### src/rtl/hdlcenc_pkg.sv
// shared types, constants and crc function for the hdlc frame encoder
// no dependencies
package hdlcenc_pkg;

  localparam logic [7:0]  FlagByte   = 8'h7E;
  localparam logic [7:0]  EscapeByte = 8'h7D;
  localparam logic [7:0]  EscapeXor  = 8'h20;
  localparam logic [15:0] CrcPoly    = 16'h1021;
  localparam logic [15:0] CrcInit    = 16'hFFFF;

  // one classified input byte, as handed from front to back
  typedef struct packed {
    logic [7:0]  data;
    logic        open;
    logic        last;
    logic [15:0] crc;
  } ent_t;

  typedef enum logic [2:0] {
    PH_START,
    PH_OPEN,
    PH_DATA,
    PH_CRC_LO,
    PH_CRC_HI,
    PH_CLOSE
  } phase_e;

  function automatic logic [15:0] crc_update(input logic [15:0] crc, input logic [7:0] b);
    logic [15:0] c;
    c = crc ^ {b, 8'h00};
    for (int i = 0; i < 8; i++) begin
      c = c[15] ? ({c[14:0], 1'b0} ^ CrcPoly) : {c[14:0], 1'b0};
    end
    return c;
  endfunction

  function automatic logic needs_esc(input logic [7:0] b);
    return (b == FlagByte) || (b == EscapeByte);
  endfunction

endpackage

### src/rtl/hdlcenc_front.sv
// front end: accepts input bytes, tracks frame state and running crc
// depends on hdlcenc_pkg
module hdlcenc_front import hdlcenc_pkg::*; (
  input  logic       clk_i,
  input  logic       rst_ni,
  input  logic       accept_i,
  input  logic [7:0] data_byte_i,
  input  logic       end_of_frame_i,
  output ent_t       ent_o
);

  logic [15:0] crc_q, crc_d;
  logic        inside_q, inside_d;
  logic [15:0] crc_base;
  logic [15:0] crc_new;

  always_comb begin
    crc_base   = inside_q ? crc_q : CrcInit;
    crc_new    = crc_update(crc_base, data_byte_i);
    ent_o.data = data_byte_i;
    ent_o.open = !inside_q;
    ent_o.last = end_of_frame_i;
    ent_o.crc  = crc_new;
    crc_d      = crc_q;
    inside_d   = inside_q;
    if (accept_i) begin
      crc_d    = end_of_frame_i ? CrcInit : crc_new;
      inside_d = !end_of_frame_i;
    end
  end

  always_ff @(posedge clk_i or negedge rst_ni) begin
    if (!rst_ni) begin
      crc_q    <= CrcInit;
      inside_q <= 1'b0;
    end else begin
      crc_q    <= crc_d;
      inside_q <= inside_d;
    end
  end

endmodule

### src/rtl/hdlcenc_queue.sv
// short queue of classified entries between front and back
// depends on hdlcenc_pkg
module hdlcenc_queue import hdlcenc_pkg::*; #(
  parameter int Depth = 4
) (
  input  logic clk_i,
  input  logic rst_ni,
  input  logic push_i,
  input  ent_t ent_i,
  output logic full_o,
  input  logic pop_i,
  output logic valid_o,
  output ent_t ent_o
);

  localparam int PtrW = (Depth > 1) ? $clog2(Depth) : 1;
  localparam int CntW = $clog2(Depth + 1);

  ent_t            mem_q [Depth];
  logic [PtrW-1:0] wr_q, wr_d, rd_q, rd_d;
  logic [CntW-1:0] count_q, count_d;
  logic            push_en, pop_en;

  assign full_o  = (count_q == CntW'(Depth));
  assign valid_o = (count_q != '0);
  assign ent_o   = mem_q[rd_q];
  assign push_en = push_i && !full_o;
  assign pop_en  = pop_i && valid_o;

  always_comb begin
    wr_d = wr_q;
    rd_d = rd_q;
    if (push_en) begin
      wr_d = (wr_q == PtrW'(Depth - 1)) ? '0 : wr_q + 1'b1;
    end
    if (pop_en) begin
      rd_d = (rd_q == PtrW'(Depth - 1)) ? '0 : rd_q + 1'b1;
    end
    case ({push_en, pop_en})
      2'b10:   count_d = count_q + 1'b1;
      2'b01:   count_d = count_q - 1'b1;
      default: count_d = count_q;
    endcase
  end

  always_ff @(posedge clk_i or negedge rst_ni) begin
    if (!rst_ni) begin
      wr_q    <= '0;
      rd_q    <= '0;
      count_q <= '0;
    end else begin
      wr_q    <= wr_d;
      rd_q    <= rd_d;
      count_q <= count_d;
    end
  end

  always_ff @(posedge clk_i) begin
    if (push_en) begin
      mem_q[wr_q] <= ent_i;
    end
  end

endmodule

### src/rtl/hdlcenc_back.sv
// back end: walks each entry through flag (if open), escaped data, crc and closing flag (if last)
// one line byte per cycle into the output register while it is free or popped; depends on hdlcenc_pkg
module hdlcenc_back import hdlcenc_pkg::*; (
  input  logic       clk_i,
  input  logic       rst_ni,
  input  logic       valid_i,
  input  ent_t       ent_i,
  output logic       pop_o,
  output logic       empty_o,
  input  logic       pop_i,
  output logic [7:0] line_byte_o,
  output logic       run_last_o,
  output logic       frame_done_o
);

  phase_e     phase_q, phase_d, phase_cur;
  logic       esc_q, esc_d;
  logic       out_valid_q, out_valid_d;
  logic [7:0] byte_q, byte_d;
  logic       last_q, last_d;
  logic       done_q, done_d;
  logic       step;
  logic [7:0] src;
  logic       has_src;

  assign empty_o      = !out_valid_q;
  assign line_byte_o  = byte_q;
  assign run_last_o   = last_q;
  assign frame_done_o = done_q;
  assign step         = valid_i && (!out_valid_q || pop_i);

  always_comb begin
    phase_cur = (phase_q == PH_START) ? (ent_i.open ? PH_OPEN : PH_DATA) : phase_q;
    phase_d   = phase_q;
    esc_d     = esc_q;
    byte_d    = byte_q;
    last_d    = 1'b0;
    done_d    = 1'b0;
    pop_o     = 1'b0;
    src       = ent_i.data;
    has_src   = 1'b0;
    out_valid_d = out_valid_q && !pop_i;

    unique case (phase_cur)
      PH_DATA:   begin src = ent_i.data;      has_src = 1'b1; end
      PH_CRC_LO: begin src = ent_i.crc[7:0];  has_src = 1'b1; end
      PH_CRC_HI: begin src = ent_i.crc[15:8]; has_src = 1'b1; end
      default:   begin src = FlagByte;        has_src = 1'b0; end
    endcase

    if (step) begin
      out_valid_d = 1'b1;
      if (has_src && !esc_q && needs_esc(src)) begin
        // first half of an escape pair
        byte_d    = EscapeByte;
        esc_d     = 1'b1;
        phase_d   = phase_cur;
      end else begin
        byte_d = esc_q ? (src ^ EscapeXor) : src;
        esc_d  = 1'b0;
        unique case (phase_cur)
          PH_OPEN: phase_d = PH_DATA;
          PH_DATA: begin
            if (ent_i.last) begin
              phase_d = PH_CRC_LO;
            end else begin
              phase_d = PH_START;
              last_d  = 1'b1;
              pop_o   = 1'b1;
            end
          end
          PH_CRC_LO: phase_d = PH_CRC_HI;
          PH_CRC_HI: phase_d = PH_CLOSE;
          PH_CLOSE: begin
            byte_d  = FlagByte;
            phase_d = PH_START;
            last_d  = 1'b1;
            done_d  = 1'b1;
            pop_o   = 1'b1;
          end
          default: phase_d = PH_START;
        endcase
      end
    end
  end

  always_ff @(posedge clk_i or negedge rst_ni) begin
    if (!rst_ni) begin
      phase_q     <= PH_START;
      esc_q       <= 1'b0;
      out_valid_q <= 1'b0;
    end else begin
      phase_q     <= phase_d;
      esc_q       <= esc_d;
      out_valid_q <= out_valid_d;
    end
  end

  always_ff @(posedge clk_i) begin
    if (step) begin
      byte_q <= byte_d;
      last_q <= last_d;
      done_q <= done_d;
    end
  end

endmodule

### src/rtl/hdlc_async_frame_encoder_crc16_top.sv
// top level of the hdlc async frame encoder with crc-16/ccitt-false
// instantiates hdlcenc_front, hdlcenc_queue and hdlcenc_back; uses hdlcenc_pkg
//
// Frames enter one byte per transfer, the last byte marked by end_of_frame_i,
// and leave as an HDLC-style byte stream: opening flag 0x7E, data with 0x7E
// and 0x7D escaped as 0x7D followed by the byte xor 0x20, the CRC-16 (poly
// 0x1021, init 0xFFFF) low byte first and escaped, then the closing flag with
// frame_done_o set; run_last_o marks the last line byte caused by each input
// byte. The back-end sequencer sends one line byte per cycle while its output
// register is free or popped; an input byte yields one line byte, plus an
// escape byte if stuffed, the opening flag if it opens a frame, and the CRC
// and closing flag if it ends one. A queue of QueueDepth entries sits between
// intake and sequencer, so input keeps flowing while results wait.
module hdlc_async_frame_encoder_crc16_top import hdlcenc_pkg::*; #(
  parameter int QueueDepth = 4
) (
  input  logic       clk_i,
  input  logic       rst_ni,
  input  logic       push,
  output logic       full,
  input  logic [7:0] data_byte_i,
  input  logic       end_of_frame_i,
  output logic       empty,
  input  logic       pop,
  output logic [7:0] line_byte_o,
  output logic       run_last_o,
  output logic       frame_done_o
);

  ent_t front_ent;
  ent_t head_ent;
  logic head_valid;
  logic head_pop;
  logic accept;

  assign accept = push && !full;

  hdlcenc_front u_front (
    .clk_i          (clk_i),
    .rst_ni         (rst_ni),
    .accept_i       (accept),
    .data_byte_i    (data_byte_i),
    .end_of_frame_i (end_of_frame_i),
    .ent_o          (front_ent)
  );

  hdlcenc_queue #(
    .Depth (QueueDepth)
  ) u_queue (
    .clk_i   (clk_i),
    .rst_ni  (rst_ni),
    .push_i  (push),
    .ent_i   (front_ent),
    .full_o  (full),
    .pop_i   (head_pop),
    .valid_o (head_valid),
    .ent_o   (head_ent)
  );

  hdlcenc_back u_back (
    .clk_i        (clk_i),
    .rst_ni       (rst_ni),
    .valid_i      (head_valid),
    .ent_i        (head_ent),
    .pop_o        (head_pop),
    .empty_o      (empty),
    .pop_i        (pop),
    .line_byte_o  (line_byte_o),
    .run_last_o   (run_last_o),
    .frame_done_o (frame_done_o)
  );

endmodule

### config.mk
export PLATFORM = sky130hd
export DESIGN_NAME = hdlc_async_frame_encoder_crc16_top
export DESIGN_NICKNAME = d
export VERILOG_FILES = /design/src/rtl/hdlcenc_pkg.sv /design/src/rtl/hdlcenc_front.sv /design/src/rtl/hdlcenc_queue.sv /design/src/rtl/hdlcenc_back.sv /design/src/rtl/hdlc_async_frame_encoder_crc16_top.sv
export SDC_FILE = /design/constraint.sdc
export NUM_CORES = 1
export LEC_CHECK = 0
export BUFFER_PORTS_ARGS = -buffer_cell sky130_fd_sc_hd__buf_4
export CAP_MARGIN = 20
export CORE_ASPECT_RATIO = 1.2
export CORE_MARGIN = 3
export CORE_UTILIZATION = 61
export CTS_CLUSTER_SIZE = 40
export DETAILED_ROUTE_END_ITERATION = 6
export GPL_TIMING_DRIVEN = 0
export PLACE_DENSITY = 0.79
export SYNTH_ARGS = -nofsm -noshare
export SYNTH_HDL_FRONTEND = slang
export SYNTH_SLANG_ARGS = --single-unit
export TNS_END_PERCENT = 10
### constraint.sdc
create_clock -name clk_i -period 3.94 [get_ports clk_i]
set_clock_uncertainty 0.05 [all_clocks]
set_input_delay 0 -clock clk_i [delete_from_list [all_inputs] [get_ports clk_i]]
set_output_delay 0 -clock clk_i [all_outputs]
set_load 0.03 [all_outputs]
# == Yosys cells after proc, flatten, opt, wreduce, memory -nomap -nowiden ==
# Memories as Yosys holds them, arrays and structs flattened.
# Cells that the tools add are included.
# totals
reg_bits,39
latch_bits,0
ramBits,104
romBits,0
inputBits,13
mem_count,1
# memory_table
memory,depth,word_bits,read_ports,rd_clocked_by_memory_dff,wr,line_no,source
u_queue.mem_q,4,26,1,0,1,hdlcenc_queue.sv:19,ent_t mem_q [Depth];
# op_classes
addsub,4
mul,0
div,0
magnitude_cmp,0
eq_ne,12
shifts,0
n_mux,31
n_bitwise,10
n_reduce_logical,19
# op_table
cell,count
2-to-1 mux 13 bit,8
2-to-1 mux 16 bit,2
NOT 3 bit,8
case mux 8 bit (3 select lines),1
== test 8 x 7 -> 1 bit (second input constant),2
XOR 16 bit,1
case mux 3 bit (4 select lines),1
2-to-1 mux 2 bit,5
== test 3 bit (second input constant),3
2-to-1 mux 1 bit,9
== test 2 bit (second input constant),3
== test 3 x 2 -> 1 bit (second input constant),2
logical AND 1 bit,6
logical NOT 1 bit,6
2-to-1 mux 3 bit,2
2-to-1 mux 6 bit,1
case mux 3 bit (2 select lines),1
adder 2 x 1 -> 2 bit (second input constant),2
adder 3 x 1 -> 3 bit (second input constant),1
== test 3 x 1 -> 1 bit (second input constant),1
logical NOT 3 bit,1
nonzero test 3 bit,1
OR reduction 3 bit,1
subtractor 3 x 1 -> 3 bit (second input constant),1
6 further kinds,7

# == Depth between registers and ports, before layout ==
# depth
ltp_word,19
mapped_depth,15

# == Modules after synthesis ==
# From an unflattened synthesis, not the netlist that was laid out.
# hier_totals
hier_cells,407
hier_area_um2,6621.4
# by_module_without_submodules
mod,instances,cells_per_inst,area_each_um2,seq_area_each_um2
hdlcenc_queue,1,176,4257.8,3298.2
hdlcenc_front,1,124,1258.7,445.4
hdlcenc_back,1,106,1091.0,425.4
hdlc_async_frame_encoder_crc16_top,1,1,13.8,0.0

# == Worst setup path before layout ==
# No wires, ideal clock.
# synth_timing
kind,register -> register
startpoint,register u_queue.rd_q[0]
endpoint,register u_queue.count_q[2]
arrival_ns,3.093
path_slack_ns,0.718
stages_incl_launch_ff,16
path_buffers,3
period_less_slack_ns,3.222
path_cell_list,dfrtp_1 buf_6 buf_12 buf_12 mux4_2 a22o_1 a21oi_2 xnor2_1 nor3_4 nor3_2 ha_1 inv_1 fa_1 xor2_1 nor2_1 xor2_1
# synth_between
elab_chain_cells,13
elab_cells_between_ends,24
cone_classes,eq/ne (8); mux (9); reduce/logical (6); memory (1)
# synth_lines
item,line_no,source
from (decl),hdlcenc_queue.sv:20,"logic [PtrW-1:0] wr_q, wr_d, rd_q, rd_d;"
from (signal assigned),hdlcenc_queue.sv:53,rd_q <= rd_d;
memory (4 x 26 bit) *,--,
2-to-1 mux 2 bit,hdlcenc_back.sv:33,phase_cur = (phase_q == PH_START) ? (ent_i.open ? PH_OPEN : PH_DATA) : phase_q;
2-to-1 mux 3 bit,hdlcenc_back.sv:33,
"== test 3 bit, or another cell as far along",hdlcenc_back.sv:44,unique case (phase_cur)
case mux 8 bit (3 select lines) or OR reduction 3 bit (tied branches),--,
== test 8 x 7 -> 1 bit or 2-to-1 mux 1 bit (tied branches),"hdlcenc_pkg.sv:38, hdlcenc_back.sv:44",
logical OR 1 bit or logical AND 1 bit (tied branches),"hdlcenc_pkg.sv:38, hdlcenc_back.sv:53",
logical AND 1 bit,hdlcenc_back.sv:53,if (has_src && !esc_q && needs_esc(src)) begin
2-to-1 mux 1 bit *,--,
2-to-1 mux 1 bit *,hdlcenc_back.sv:51,if (step) begin
logical AND 1 bit *,hdlcenc_queue.sv:28,assign pop_en = pop_i && valid_o;
via u_queue.pop_en,hdlcenc_queue.sv:22,"logic push_en, pop_en;"
== test 2 x 1 -> 1 bit or == test 2 bit (tied branches),hdlcenc_queue.sv:39,"case ({push_en, pop_en})"
case mux 3 bit (2 select lines) or nonzero test 2 bit (tied branches),--,
to (signal assigned),hdlcenc_queue.sv:54,count_q <= count_d;
to (decl),hdlcenc_queue.sv:21,"logic [CntW-1:0] count_q, count_d;"
# The timed path passes the listed nets; every way through them passes the cells marked *.
# A chain may end at the register's enable or synchronous reset.

# == Worst setup path after layout ==
# layout_timing
startpoint,register u_queue.rd_q[1]
endpoint,register u_queue.count_q[2]
# The elaborated chain is that of the path after synthesis.

==> out/results.ini <==
[floorplanning]
die_w_um=97.78
die_h_um=116.1
initial_utilization_pct=63.50
core_area_um2=9711
rows=39
pin_count=25
die_area_um2=11360

[worst_setup_path]
path_depth=15
critPathSlowestCell=fa_1
worstPathRequired_ps=4220
path_class=register to register
crit_chain=buf_2, buf_6, buf_2, mux4_1, a22o_1, a21oi_2, xnor2_1, nor3_4, nor3_4, ha_1, inv_1, fa_1, xor2_1, nor2_1, xor2_1
critical_path.top_delay_family=buffers and inverters
reg2reg_depth=15
endpoint_kind=register
arrival_ps=4070
critPathBufInv=4
start_kind=register
crit_path_max_fanout=10
slowest_delay_ps=370

[placement]
port_buffers=24
gp_congestion=0.7722
placed_area_um2=6610
hpwl_mm=8.558
dp_slack_ps=89.61

[global_route]
grtUsageTotal_pct=25.43
grt_pass1_vias=3781
antenna_found_initial=0
grt_start_max_net_pins=25
grt_pass1_wl_mm=20.83
overflow=0

[finish]
postLayoutCellArea_um2=7302
area_growth_pct=18.43
final_util_pct=75.20
drive_above_1_share_pct=21.88
nets=464
n_antenna_cell=0

[power]
p_seq_share_pct=40.1
intPower_uw=4201
power_density_nw_per_um2=869.4
p_sw_share_pct=33.83
clock_power_share_pct=23.6
ir_drop_mv=0.5086
p_sw_uw=2148
p_leak_uw=0.002687
comb_power_share_pct=36.3

[routing]
via_per_inst=6.200
dr.first_iter.drc_count=270
num_vias=3596
first_pass_iters=5
routed_wl_mm=13.16
antenna_left=0
wl_per_cell_um=22.70
remaining_drc_errors=0

[synth]
syn_area_per_cell_um2=16.06
ys.flop_type=edfxtp_1
synthArstFlopShare_pct=20.28
syn_inst=384
synth_area_um2=6166
synth_edf_count=114
syn_nets=404
synth_most_common_cell=edfxtp_1
ys_seq_area_share_pct=67.61
yosysUniqueCellTypes=47
synth_common_cells=edfxtp_1, nor2_1, xnor2_1
synth-seq-cells=143
synth_area_leaders=edfxtp_1, mux4_1, dfstp_2
synth_top_area_cell=edfxtp_1
yosysWarnings=0
synth_top_area_share_pct=55.52

[sta]
fin_tns_setup_ps=0
slew_violations=0
fmaxAchievable_mhz=264.4
setup_viol=0
hold_viol=0
maxSlewHeadroom_pct=47.08
setup_slack_ps=157.5
rsz0062_at_grt=false
tightest_slew_ps=788.2
finalCritPeriodShare_pct=96.00
fin_crit_ps=3782
holdWs_ps=111.5

[clock_network]
cts-root-buf=clkbuf_16
clk_latency_ps=420
clk_path_buf_depth=2
path_clk_slew_ps=60
cts_made_buffers=17
cts_tree=done
htreeDepth=4
clock_sinks=143

[job]
maxCapViolations=0

[outcome]
outcome=finished, final reports clean

[hold_path]
whs_path_depth=4
hold_path.class=input pin to register

[sequential cells by signal (all words and copies together), names as in the netlist]
register,flops
u_back.phase_q,3
u_back.run_last_o,1
u_back.esc_q,1
u_queue.wr_q,2
u_front.crc_q,16
u_back.line_byte_o,8
u_back.frame_done_o,1
u_back.out_valid_q,1
u_front.inside_q,1
u_queue.rd_q,2
u_queue.mem_q,104
u_queue.count_q,3
[final timing paths]
path                                                    from                             end  slack [ps]
max in group asynchronous                             rst_ni   u_back.phase_q[2]$_DFFE_PN0P_        2300
worst min register to register  u_front.crc_q[4]$_DFFE_PN1P_    u_front.crc_q[4]$_DFFE_PN1P_         410
worst max register to register   u_queue.rd_q[1]$_DFFE_PN0P_  u_queue.count_q[2]$_DFFE_PN0P_         160
min in group asynchronous                             rst_ni    u_back.out_valid_q$_DFF_PN0_         520
worst min-delay path                                    push    u_front.inside_q$_DFFE_PN0P_         110
worst max-delay path             u_queue.rd_q[1]$_DFFE_PN0P_  u_queue.count_q[2]$_DFFE_PN0P_         160
[layout make-up]
class                   instances  area [um2]
plain buffers                  14       115.1
inverters                      17       63.81
fillers                       559        2409
multi-input cells             210        1824
flip-flops and latches        143        4169
repair buffers                 41       420.4
clock buffers                  19       432.9
well taps                     123       153.9
clock inverters                13       122.6
[per-layer routing]
| metal | up-vias | share of wire, % | global-route usage, % |
|---|---|---|---|
| met4 | 0 | 3.2 | 12.37 |
| li1 | 1583 | - | - |
| met2 | 148 | 53 | 44.03 |
| met3 | 33 | 5.8 | 7.407 |
| met5 | - | 0 | 0 |
| met1 | 1832 | 38 | 29.48 |
[cells by family after synthesis]
kind of cell               count (synthesis)  synth area share (%)
adders and majority gates                  7                 1.542
xor gates and xnor gates                  35                 4.972
buffers and inverters                     31                 2.902
AOI/OAI and AO/OA                         40                 4.424
muxes                                     29                 11.14
DFF                                      143                 67.61
and+or+nand+nor                           99                 7.407
[power by group through the flow]
stage	clock network [uW]	registers (uW)	logic, uW
3_3_place_gp	0	2520	2090
6_report	1500	2540	2310
2_1_floorplan	0	2600	1500
3_5_place_dp	0	2560	2260
5_1_grt	1580	2580	2500
4_1_cts	1520	2540	2300
[through the flow]
step	total power [uW]	std cells
2_1_floorplan	4100	384
3_3_place_gp	4611	531
3_5_place_dp	4818	535
4_1_cts	6362	580
5_1_grt	6657	580
6_report	6348	580
[worst register-to-register path, stage by stage, from the launching register on]
cell     delay, ps
dfrtp_1        350
buf_2          300
buf_6          210
buf_2          280
mux4_1         350
a22o_1         260
a21oi_2        140
xnor2_1        230
nor3_4         140
nor3_4         260
ha_1           250
inv_1           60
fa_1           370
xor2_1         150
nor2_1         110
xor2_1         180
[layout by cell type (no fill, tap or decap), types with 2 or more instances in the layout]
cell / count
edfxtp_1: 114
nor2_1: 48
buf_4: 25
xnor2_1: 24
nand2_1: 21
mux4_1: 18
clkbuf_16: 17
inv_1: 16
dfstp_2: 16
nor3_1: 13
dlygate4sd3_1: 13
dfrtp_1: 13
a21oi_1: 12
xor2_1: 11
mux4_2: 8
clkbuf_1: 7
o21ai_0: 7
clkinv_2: 7
a22o_1: 6
ha_1: 6
and2_1: 4
buf_16: 4
buf_6: 3
buf_2: 3
mux2_2: 3
a21o_1: 2
a211o_1: 2
buf_12: 2
a21oi_2: 2
nor3_4: 2
a222oi_1: 2
nor4_1: 2
clkinvlp_4: 2
bufinv_16: 2
[repair_timing]
item,CTS,global route
buffers inserted,0,0
endpoints found under the setup margin,0,1
hold buffers,13,0
gates resized for setup,0,1
endpoints found under the hold margin,73,0
Note: power is estimated with default switching activity, not from simulation.
